### config.mk
export PLATFORM = sky130hd
export DESIGN_NAME = hpl_ctrl
export DESIGN_NICKNAME = d
export VERILOG_FILES = /design/src/hpl_pkg.sv /design/src/hpl_ctrl.sv
export SDC_FILE = /design/constraint.sdc
export NUM_CORES = 1
export LEC_CHECK = 0
export ABC_AREA = 1
export BUFFER_PORTS_ARGS = -buffer_cell sky130_fd_sc_hd__buf_4
export CORE_AREA = 2 2 39 41
export DETAILED_ROUTE_END_ITERATION = 6
export DIE_AREA = 0 0 41 43
export GPL_TIMING_DRIVEN = 0
export PLACE_DENSITY = 0.63
export SLEW_MARGIN = 10
export SYNTH_ARGS = -nofsm -noshare
export SYNTH_HDL_FRONTEND = slang
export SYNTH_SLANG_ARGS = --single-unit
### constraint.sdc
create_clock -name clk -period 1.5 [get_ports clk]
set_input_delay 0 -clock clk [delete_from_list [all_inputs] [get_ports clk]]
set_output_delay 0 -clock clk [all_outputs]
set_load 0.05 [all_outputs]
### src/hpl_pkg.sv
`timescale 1ns / 1ps
// ----------------------------------------------------------------------------
// hpl_pkg
// Shared types and constants for the histogram percentile level block.
// ----------------------------------------------------------------------------
package hpl_pkg;

  // Parameter defaults
  localparam int SAMPLE_BITS_DEF = 16;
  localparam int COUNT_BITS_DEF  = 32;

  // Fixed port widths
  localparam int SAMPLE_W   = 16;
  localparam int LEVEL_W    = 17;
  localparam int CUT_W      = 8;
  localparam int PERMILLE_W = 10;
  localparam int CFG_IDX_W  = 2;
  localparam int CFG_DATA_W = 10;

  // Register indexes
  localparam logic [CFG_IDX_W-1:0] CFG_CUT_BINS      = 2'd0;
  localparam logic [CFG_IDX_W-1:0] CFG_LOW_PERMILLE  = 2'd1;
  localparam logic [CFG_IDX_W-1:0] CFG_HIGH_PERMILLE = 2'd2;

  // Register reset values
  localparam logic [CUT_W-1:0]      CUT_BINS_RST      = 8'd5;
  localparam logic [PERMILLE_W-1:0] LOW_PERMILLE_RST  = 10'd98;
  localparam logic [PERMILLE_W-1:0] HIGH_PERMILLE_RST = 10'd990;

  typedef enum logic [2:0] {
    ST_CLEAR,
    ST_RUN,
    ST_CUT,
    ST_CUT_WAIT,
    ST_REM,
    ST_THR,
    ST_WALK,
    ST_DRAIN
  } hpl_state_t;

  typedef enum logic [1:0] {
    MODE_CLEAR,
    MODE_CUT,
    MODE_WALK,
    MODE_SAMPLE
  } hpl_mode_t;

  typedef struct packed {
    logic      sample_acc;
    logic      sweep;
    hpl_mode_t sweep_mode;
    logic      calc_rem;
    logic      calc_thr;
    logic      load_out;
  } hpl_cmd_t;

  typedef struct packed {
    logic at_cut;
    logic at_last;
    logic busy;
  } hpl_status_t;

endpackage

### src/hpl_ctrl.sv
`timescale 1ns / 1ps
// ----------------------------------------------------------------------------
// hpl_ctrl
// Sequencer: clear pass, sample counting, cut sum, threshold set-up, walk.
// ----------------------------------------------------------------------------
module hpl_ctrl
  import hpl_pkg::*;
(
  input  logic        clk,
  input  logic        rst_n,
  input  logic        in_valid,
  input  logic        in_kind,
  input  logic        out_stall,
  input  hpl_status_t status,
  output logic        in_stall,
  output logic        out_valid,
  output hpl_cmd_t    cmd
);

  hpl_state_t state_r, state_nxt;
  logic       out_valid_r, out_valid_nxt;

  always_ff @(posedge clk) begin
    if (!rst_n) begin
      state_r     <= ST_CLEAR;
      out_valid_r <= 1'b0;
    end else begin
      state_r     <= state_nxt;
      out_valid_r <= out_valid_nxt;
    end
  end

  always_comb begin
    state_nxt      = state_r;
    out_valid_nxt  = out_valid_r && out_stall;
    in_stall       = 1'b1;
    cmd            = '0;
    cmd.sweep_mode = MODE_CLEAR;
    unique case (state_r)
      ST_CLEAR: begin
        cmd.sweep      = 1'b1;
        cmd.sweep_mode = MODE_CLEAR;
        if (status.at_last) begin
          state_nxt = ST_RUN;
        end
      end
      ST_RUN: begin
        in_stall = 1'b0;
        if (in_valid) begin
          if (in_kind) begin
            state_nxt = ST_CUT;
          end else begin
            cmd.sample_acc = 1'b1;
          end
        end
      end
      ST_CUT: begin
        if (status.at_cut) begin
          state_nxt = ST_CUT_WAIT;
        end else begin
          cmd.sweep      = 1'b1;
          cmd.sweep_mode = MODE_CUT;
        end
      end
      ST_CUT_WAIT: begin
        if (!status.busy) begin
          state_nxt = ST_REM;
        end
      end
      ST_REM: begin
        cmd.calc_rem = 1'b1;
        state_nxt    = ST_THR;
      end
      ST_THR: begin
        cmd.calc_thr = 1'b1;
        state_nxt    = ST_WALK;
      end
      ST_WALK: begin
        cmd.sweep      = 1'b1;
        cmd.sweep_mode = MODE_WALK;
        if (status.at_last) begin
          state_nxt = ST_DRAIN;
        end
      end
      ST_DRAIN: begin
        if (!status.busy && !out_valid_r) begin
          cmd.load_out  = 1'b1;
          out_valid_nxt = 1'b1;
          state_nxt     = ST_RUN;
        end
      end
      default: begin
        state_nxt = ST_CLEAR;
      end
    endcase
  end

  assign out_valid = out_valid_r;

endmodule

* Word-level counts from Yosys, hierarchy flattened
Cells that the tools add are included.
Storage, ports and cells: bits in registers 4, memory bits (read-only) 0, bits in writable memories 0, output and inout bits 9, memories kept 0, latch bits 0
Operators by class: add/sub/neg operators 0, $mul 0, equality and inequality tests 14, shifts and indexed selects 0, muxes and demuxes 20, div/mod/pow operators 0, reductions and logical operators 6, bitwise operators 0, order comparisons 0
Operators by type and width (number):
- 3-bit 2-to-1 mux | 8
- 3-bit one-hot mux with 8 select lines | 1
- 2-bit inequality test, second input constant | 7
- 3-bit == test, second input constant | 4
- 1-bit 2-to-1 mux | 10
- 3-bit one-hot mux with 3 select lines | 1
- 7-bit AND reduction | 1
- 3-bit by 2-bit == test with 1-bit output, second input constant | 2
- 3-bit by 1-bit == test with 1-bit output, second input constant | 1
- 3-bit zero test | 1
- 1-bit logical AND | 2
- 1-bit zero test | 2

* Logic depth before layout (Yosys ltp)
Gate-level depths: netlist of run 1.
word-level depth 4, gate-level depth with buffers 10, mapped depth without buffers 10

* Worst setup path before layout of run 1
OpenSTA, ideal clock, no wires.
path kind register to register, from register state_r[1], to register state_r[2], clock period less this slack 1428 ps, arrival 1315 ps, library setup time 113 ps, path slack 72 ps, cell stages (with the launch flop) 9, cells stage by stage dfxtp_1 > inv_1 > ha_1 > nand2_1 > inv_1 > nor3_1 > nand2_1 > nand2_1 > nor2_1
Between the ends: longest elaborated chain between the ends 3
RTL lines:
- start, declared | RTL line hpl_ctrl.sv:20 | hpl_state_t state_r, state_nxt;
- start signal, assigned | RTL line hpl_ctrl.sv:28 | state_r <= state_nxt;
- 3-bit == test (tied with other cells) | RTL line hpl_ctrl.sv:39 | unique case (state_r)
- 2-bit inequality test (no line)
- 7-bit AND reduction (no line)
Several ways; a longest one is shown, not always the timed one. A chain may end at the register's enable or synchronous reset.

* Final worst setup path of run 1
from register state_r[0], to register state_r[2]
Same word-level chain as after synthesis.

==> flow_metrics.tcl, run 1 <==
set metrics [dict create \
    arrival_ps 1460 \
    fmax_mhz 747 \
    power_w 0.00135 \
    initial_core_util_pct 33.5 \
    hpwl_um 732 \
    use_met1_pct 12.5 \
    cts_buffers 3 \
    netlist_instances 70 \
    avgSynthCellArea_um2 6.63 \
    globalplace.congestion 0.713 \
    clk_pin_slew_ps 40 \
    grt_use_total_pct 11.8 \
    worstPathRequired_ps 1620 \
    setup_viol_count_final 0 \
    drive_above_1_share_pct 40.4 \
    grt_util_met3_pct 3.14 \
    worstSetupPathType "reg2reg" \
    timing.final.crit_period_ps 1340 \
    areaGrowthSynthToFinish_pct 36.1 \
    htree_num_levels 1 \
    synth_seq_cells 4 \
    post-route-period-util_pct 89.3 \
    ant_nets 0 \
    dr.pass1.iters 2 \
    ctsHoldBuffers 0 \
    core_area_um2 1380 \
    nets 103 \
    dpl-instance-area_um2 604 \
    std_cell_rows 14 \
    wl_um 859 \
    report.final.hold_viol_count 0 \
    ys_warn_count 0 \
    post-route-util_pct 45.7 \
    synthSimpleGateAreaFrac_pct 53.1 \
    port_buffers 16 \
    tritoncts "built" \
    leakage_nw 0.385 \
    clk_latency_ps 230 \
    met2_usage_pct 19.1 \
    status "complete, no violations" \
    synth_seq_area_share_pct 17.3 \
    relSlewSlack_pct 86.4 \
    layout_commonest_cell "nand2_1" \
    synth_adder_area_share_pct 10.8 \
    mostFrequentLayoutCells "nand2_1 (17), buf_4 (16), inv_1 (14), nor2_1 (10), nand2_2 (6)" \
    rsz0062_at_grt "no" \
    synth_fp_nets 82 \
    diodes 0 \
    fillers 143 \
    worstSetupEndpointType "register" \
    irDropWorstVdd_mv 0.856 \
    drc 0 \
    clk_path_buf_depth 2 \
    cap_violations 0 \
    grt_pass1_wl_um 1390 \
    drt_iter0_markers 1 \
    power_density_nw_per_um2 2140 \
    ios 17 \
    synth_top_family_by_area "simple AND/OR/NAND/NOR gates" \
    clock-root-buffer "clkbuf_4" \
    worst_slew_pin_slew_ps 204 \
    wl_per_cell_um 8.18 \
    start_kind "register" \
    synthMuxAreaShare_pct 0 \
    dieArea_um2 1760 \
    fin_area_um2 632 \
    cp_max_fo 3 \
    fp.dieH_um 43 \
    grt_pass1_vias 388 \
    clock_sink_count 4 \
    synth_compound_area_share_pct 2.70 \
    fin_skew_ps 0.302 \
    slew_viol_final 0 \
    synthDistinctLibCells 16 \
    synthXorXnorAreaFrac_pct 0 \
    overflow 0 \
    antenna_found_initial 0 \
    die_x_um 41 \
    drt-vias-per-instance 4.31 \
    worstHoldPathType "in2reg" \
    grt_busiest_layer "met2" \
    grt_start_max_net_pins 9 \
    netlist_area_um2 464 \
    setup_tns_ps 0 \
    vias 453 \
]
## registers in the layout, indices dropped and copies added, names as in the netlist
register   flops
out_valid      1
state_r        3
## through the flow
stage	std cells	hold slack [ps]	setup slack, ps
floorplan	70	120	72.1
global placement	102	255	123
CTS	105	23.6	105
detailed placement	102	271	111
global route	105	22.1	10.2
finish	105	28.6	161
## metal layers
metal | up-vias | part of all wire, %
met3 | 2 | 6.5
met1 | 195 | 41
met2 | 11 | 50
met4 | 0 | 1.6
li1 | 245 | -
met5 | - | 0
## cell families after synthesis
logic type,count (synthesis)
adder cells (fa/ha/maj),4
AND/OR/NAND/NOR,44
AO/OA/AOI/OAI,2
buffers and inverters,16
flip-flops,4
## worst paths after layout
path / cells after the start / end / slack (ps) / startpoint
max: 8 / state_r[2] / 160 / state_r[0]
min: 3 / state_r[1] / 30 / rst_n
max reg2reg: 8 / state_r[2] / 160 / state_r[0]
min reg2reg: 2 / out_valid / 500 / out_valid
## synth_stat cells (all sizes together)
cell	n	share of area, %
nand2	24	24
o21ai	1	1.1
nor3	1	1.1
ha	4	11
inv	15	14
buf	1	2.4
nor2	11	11
nand3	8	17
dfxtp	4	17
a21boi	1	1.6
## report_power, final
group | switching (W) | total, W | internal (W)
registers | 0.0000270 | 0.000173 | 0.000146
logic | 0.000684 | 0.00105 | 0.000365
clock network | 0.0000397 | 0.000129 | 0.0000892
total | 0.000750 | 0.00135 | 0.000600
## worst max-delay path, stage by stage (launching register included)
cell and delay (ps):
dfxtp_1 350, inv_1 90, ha_1 270, nand2_1 100
inv_1 60, nor3_1 200, nand2_1 70, nand2_1 60
nor2_1 30
## area by class of cell
class                      count  area, µm²  area share, %
inverter                      15       63.8           10.1
timing repair buffer          16        120           19.0
sequential                     4       80.1           12.7
multi-input combinational     50        314           49.7
clock buffer                   3       22.5           3.56
tap                           16       20.0           3.17
buffer                         1       11.3           1.78
## what timing repair did
action	4_1_cts	5_1_grt
setup endpoints to repair	0	2
setup buffers	0	0
resized for setup	0	2
No activity file was read; power rests on OpenSTA's default activity.
==> run 2: changes to the inputs <==
- RECOVER_POWER: default -> 100
==> flow_metrics.tcl, run 2 (synthesis results as in run 1) <==
set metrics [dict create \
    overflow 0 \
    core_area_um2 1380 \
    largest_register_ffs 3 \
    layout_commonest_cell "nand2_1" \
    vias 454 \
    ctsHoldBuffers 0 \
    hpwl_um 732 \
    tritoncts "built" \
    clk_path_buf_depth 2 \
    grt_pass1_vias 388 \
    fp.dieH_um 43 \
    grt_busiest_layer "met2" \
    multiInputGateArea_um2 314 \
    use_met1_pct 12.5 \
    globalplace.congestion 0.713 \
    htree_num_levels 1 \
    drc 0 \
    p_sw_share_pct 56.9 \
    dr.pass1.iters 3 \
    stdcell_count 105 \
    register_area_um2 80.1 \
    max_stage_delay_ps 320 \
    arrival_ps 1370 \
    worstSetupEndpointType "primary output" \
    areaGrowthSynthToFinish_pct 32.1 \
    clk_pin_slew_ps 40 \
    irDropWorstVdd_mv 0.854 \
    placed_cells_incl_taps 102 \
    clk_latency_ps 230 \
    fin_skew_ps 0.302 \
    power_density_nw_per_um2 2140 \
    drive_above_1_share_pct 39.3 \
    relSlewSlack_pct 60.3 \
    report.final.hold_viol_count 0 \
    die_x_um 41 \
    cap_violations 0 \
    wl_um 858 \
    mostFrequentLayoutCells "nand2_1 (17), inv_1 (14), nor2_1 (10), buf_4 (9), nand2_2 (6)" \
    p_sw_w 0.000748 \
    power.share.combinational_pct 77.0 \
    wl_per_cell_um 8.17 \
    ant_nets 0 \
    r2r_slack_ps 160 \
    clock_sink_count 4 \
    whs_ps 28.6 \
    nets 103 \
    port_buffers 16 \
    start_kind "register" \
    grt_use_total_pct 11.8 \
    cts_buffers 3 \
    worstPathRequired_ps 1500 \
    worstHoldPathType "in2reg" \
    slew_viol_final 0 \
    clkPwrFrac_pct 9.8 \
    initial_core_util_pct 33.5 \
    fmax_mhz 731 \
    cp_max_fo 3 \
    top_register "state_r" \
    fillers 150 \
    grt_pass1_wl_um 1390 \
    post-route-period-util_pct 91.2 \
    grt_util_met3_pct 3.14 \
    internal_power_w 0.000566 \
    worst_slew_pin_slew_ps 598 \
    cp_common_cell "inv_1" \
    crit_path_top_delay_cell "dfxtp_1" \
    ios 17 \
    status "complete, no violations" \
    grt_start_max_net_pins 9 \
    drt_iter0_markers 1 \
    worstSetupPathType "reg2out" \
    setup_tns_ps 0 \
    crit_path_cell_trace "inv_1 > ha_1 > nand2_1 > inv_1 > buf_2" \
    diodes 0 \
    std_cell_rows 14 \
    rsz0062_at_grt "no" \
    dieArea_um2 1760 \
    drt-vias-per-instance 4.32 \
    met2_usage_pct 19.1 \
    p_seq_share_pct 13.2 \
    leakage_nw 0.377 \
    setup_viol_count_final 0 \
    antenna_found_initial 0 \
    clock-root-buffer "clkbuf_4" \
    timing.final.crit_period_ps 1370 \
]
## run 2: cell types whose count changed in the layout (fill, tap and decap cells not counted)
cell      previous run  this run
clkbuf_2             0         3
buf_4               16         9
buf_2                0         3
clkbuf_1             0         1
## run 2: area by class of cell
| class | instances | share of cell area (%) |
|---|---|---|
| tap | 16 | 3.27 |
| multi-input combinational | 50 | 51.2 |
| inverter | 15 | 10.4 |
| buffer | 1 | 1.84 |
| clock buffer | 3 | 3.67 |
| sequential | 4 | 13.1 |
| timing repair buffer | 16 | 16.5 |
## run 2: per-layer routing
| metal | share of wire, % | wire length (µm) | up-vias |
|---|---|---|---|
| met5 | 0 | 0 | - |
| met4 | 1.6 | 14 | 0 |
| met3 | 6.6 | 57 | 2 |
| met2 | 51 | 434 | 11 |
| met1 | 41 | 352 | 197 |
| li1 | - | - | 244 |
## run 2: critical path, delay by kind of cell (launching register included)
family / cells / cell delay, ps
and+or+nand+nor: 1 / 90
adders and majority gates: 1 / 270
buffers and inverters: 3 / 470
DFF: 1 / 320
## run 2: power by group through the flow
| stage | clock [W] | combinational [W] | sequential (W) |
|---|---|---|---|
| 6_report | 0.000129 | 0.00101 | 0.000173 |
| 5_1_grt | 0.000147 | 0.00112 | 0.000179 |
| 4_1_cts | 0.000137 | 0.00106 | 0.000173 |
| 3_5_place_dp | 0 | 0.00105 | 0.000174 |
| 3_3_place_gp | 0 | 0.00105 | 0.000173 |
| 2_1_floorplan | 0 | 0.000844 | 0.000171 |
## run 2: final timing paths
kind | startpoint | end | depth (start not counted)
min | rst_n | state_r[1] | 3
min reg2reg | out_valid | out_valid | 2
max | state_r[0] | cmd[2] | 5
max reg2reg | state_r[0] | state_r[2] | 10
## run 2: timing repair
action,4_1_cts,5_1_grt
setup endpoints to repair,0,2
buffers inserted,0,0
gates resized for setup,0,2
## run 2: through the flow
| stage | utilization [%] | power, W | setup slack, ps | area [µm²] |
|---|---|---|---|---|
| final | 44.3 | 0.00131 | 131 | 613 |
| after global routing | 44.3 | 0.00144 | 10.2 | 613 |
| after CTS | 45.3 | 0.00137 | 105 | 627 |
| after detailed placement | 43.7 | 0.00123 | 111 | 604 |
| after global placement | 43.7 | 0.00122 | 123 | 604 |
| after floorplan | - | 0.00101 | 72.1 | 464 |
==> run 3: changes to the inputs <==
- PLACE_DENSITY: 0.63 -> default
- PLACE_DENSITY_LB_ADDON: default -> 0.3
- SLEW_MARGIN: 10 -> 15
==> flow_metrics.tcl, run 3 (synthesis results as in run 1) <==
set metrics [dict create \
    cap_violations 0 \
    use_met1_pct 15.8 \
    fin_skew_ps 4.89 \
    worst_slew_pin_slew_ps 587 \
    nets 103 \
    relSlewSlack_pct 61.0 \
    drive_above_1_share_pct 37.1 \
    setup_tns_ps 0 \
    power_density_nw_per_um2 2160 \
    htree_num_levels 1 \
    overflow 0 \
    worstHoldPathType "in2reg" \
    postCtsResizedCells 0 \
    layout_commonest_cell "nand2_1" \
    max_stage_delay_ps 320 \
    cts_buffers 3 \
    grt_use_total_pct 13.3 \
    met2_usage_pct 20.3 \
    timing.final.crit_period_ps 1360 \
    crit_path_top_delay_cell "dfxtp_1" \
    placed_cells_incl_taps 102 \
    std_cell_rows 14 \
    grt_pass1_vias 386 \
    drc 0 \
    worstPathRequired_ps 1500 \
    dieArea_um2 1760 \
    setup_viol_count_final 0 \
    arrival_ps 1360 \
    report.final.hold_viol_count 0 \
    ctsHoldBuffers 0 \
    drt_iter0_markers 7 \
    vias 444 \
    grt_pass1_wl_um 1610 \
    start_kind "register" \
    clock_sink_count 4 \
    irDropWorstVdd_mv 0.867 \
    globalplace.congestion 0.698 \
    post-route-period-util_pct 90.6 \
    fp.dieH_um 43 \
    rsz0062_at_grt "no" \
    cts_setup_buffers 0 \
    clk_path_buf_depth 2 \
    worstSetupEndpointType "primary output" \
    cpLargestDelayFamily "buffers and inverters" \
    top_register "state_r" \
    post-route-util_pct 44.1 \
    grt_busiest_layer "met2" \
    ios 17 \
    path_buf_inv 3 \
    fmax_mhz 736 \
    mostFrequentLayoutCells "nand2_1 (18), inv_1 (14), nor2_1 (10), buf_4 (9), nand2_2 (5)" \
    cp_common_cell "inv_1" \
    wl_per_cell_um 8.88 \
    die_x_um 41 \
    clk_pin_slew_ps 40 \
    core_area_um2 1380 \
    grt_util_met3_pct 4.71 \
    initial_core_util_pct 33.5 \
    clk_latency_ps 240 \
    leakage_nw 0.378 \
    areaGrowthSynthToFinish_pct 31.5 \
    crit_path_cell_trace "inv_1 > ha_1 > nand2_1 > inv_1 > buf_2" \
    clock-root-buffer "clkbuf_4" \
    stdcell_count 105 \
    dr.pass1.iters 4 \
    status "complete, no violations" \
    ant_nets 0 \
    grt_start_max_net_pins 9 \
    diodes 0 \
    drt-vias-per-instance 4.23 \
    antenna_found_initial 0 \
    largest_register_ffs 3 \
    port_buffers 16 \
    cp_max_fo 3 \
    hpwl_um 788 \
    slew_viol_final 0 \
    worstSetupPathType "reg2out" \
    wl_um 932 \
    tritoncts "built" \
]
[run 3: cell count changes in the layout (fill, tap and decap cells not counted)]
cell / delta
buf_2: -1
clkbuf_4: +1
ha_1: +1
ha_2: -1
nand2_1: +1
nand2_2: -1
[run 3: cell type report]
type,count,area [µm²]
clock buffer,3,22.5
timing repair buffer,16,104
tap,16,20.0
buffer,1,11.3
multi-input combinational,50,309
fill,157,773
sequential,4,80.1
inverter,15,63.8
[run 3: power by group]
part | internal [W] | total [W] | switching [W]
Combinational | 0.000326 | 0.00101 | 0.000682
Sequential | 0.000146 | 0.000172 | 0.0000265
Clock | 0.0000898 | 0.000137 | 0.0000477
Total | 0.000561 | 0.00132 | 0.000757
[run 3: metal layers]
metal | wire length [µm] | part of all wire [%]
met1 | 424 | 45
met2 | 444 | 48
met3 | 56 | 6.0
met4 | 8 | 0.86
met5 | 0 | 0
[run 3: worst paths after layout]
check	startpoint	endpoint	slack, ps	cells past startpoint
worst min register to register	out_valid	out_valid	500	2
worst max-delay path	state_r[0]	cmd[2]	140	5
worst min-delay path	rst_n	state_r[1]	20	3
worst max register to register	state_r[1]	state_r[1]	150	8
[run 3: metrics by stage]
step / setup slack (ps) / power [W] / cell area [µm²] / hold WS (ps)
floorplan: 72.1 / 0.00101 / 464 / 120
global route: 2.19 / 0.00144 / 611 / 42.4
finish: 141 / 0.00132 / 611 / 19.5
detailed placement: 84.8 / 0.00123 / 604 / 267
global placement: 103 / 0.00122 / 604 / 264
CTS: 83.5 / 0.00137 / 627 / 16.5
[run 3: worst reg2reg max path, cell delays in order (launching register included)]
cell and delay [ps]:
dfxtp_1 370, inv_1 80, ha_1 280, nand3_4 130, nand3_2 100, nor2_4 150, nand2_1 60, nand2_1 50
nor2_1 30
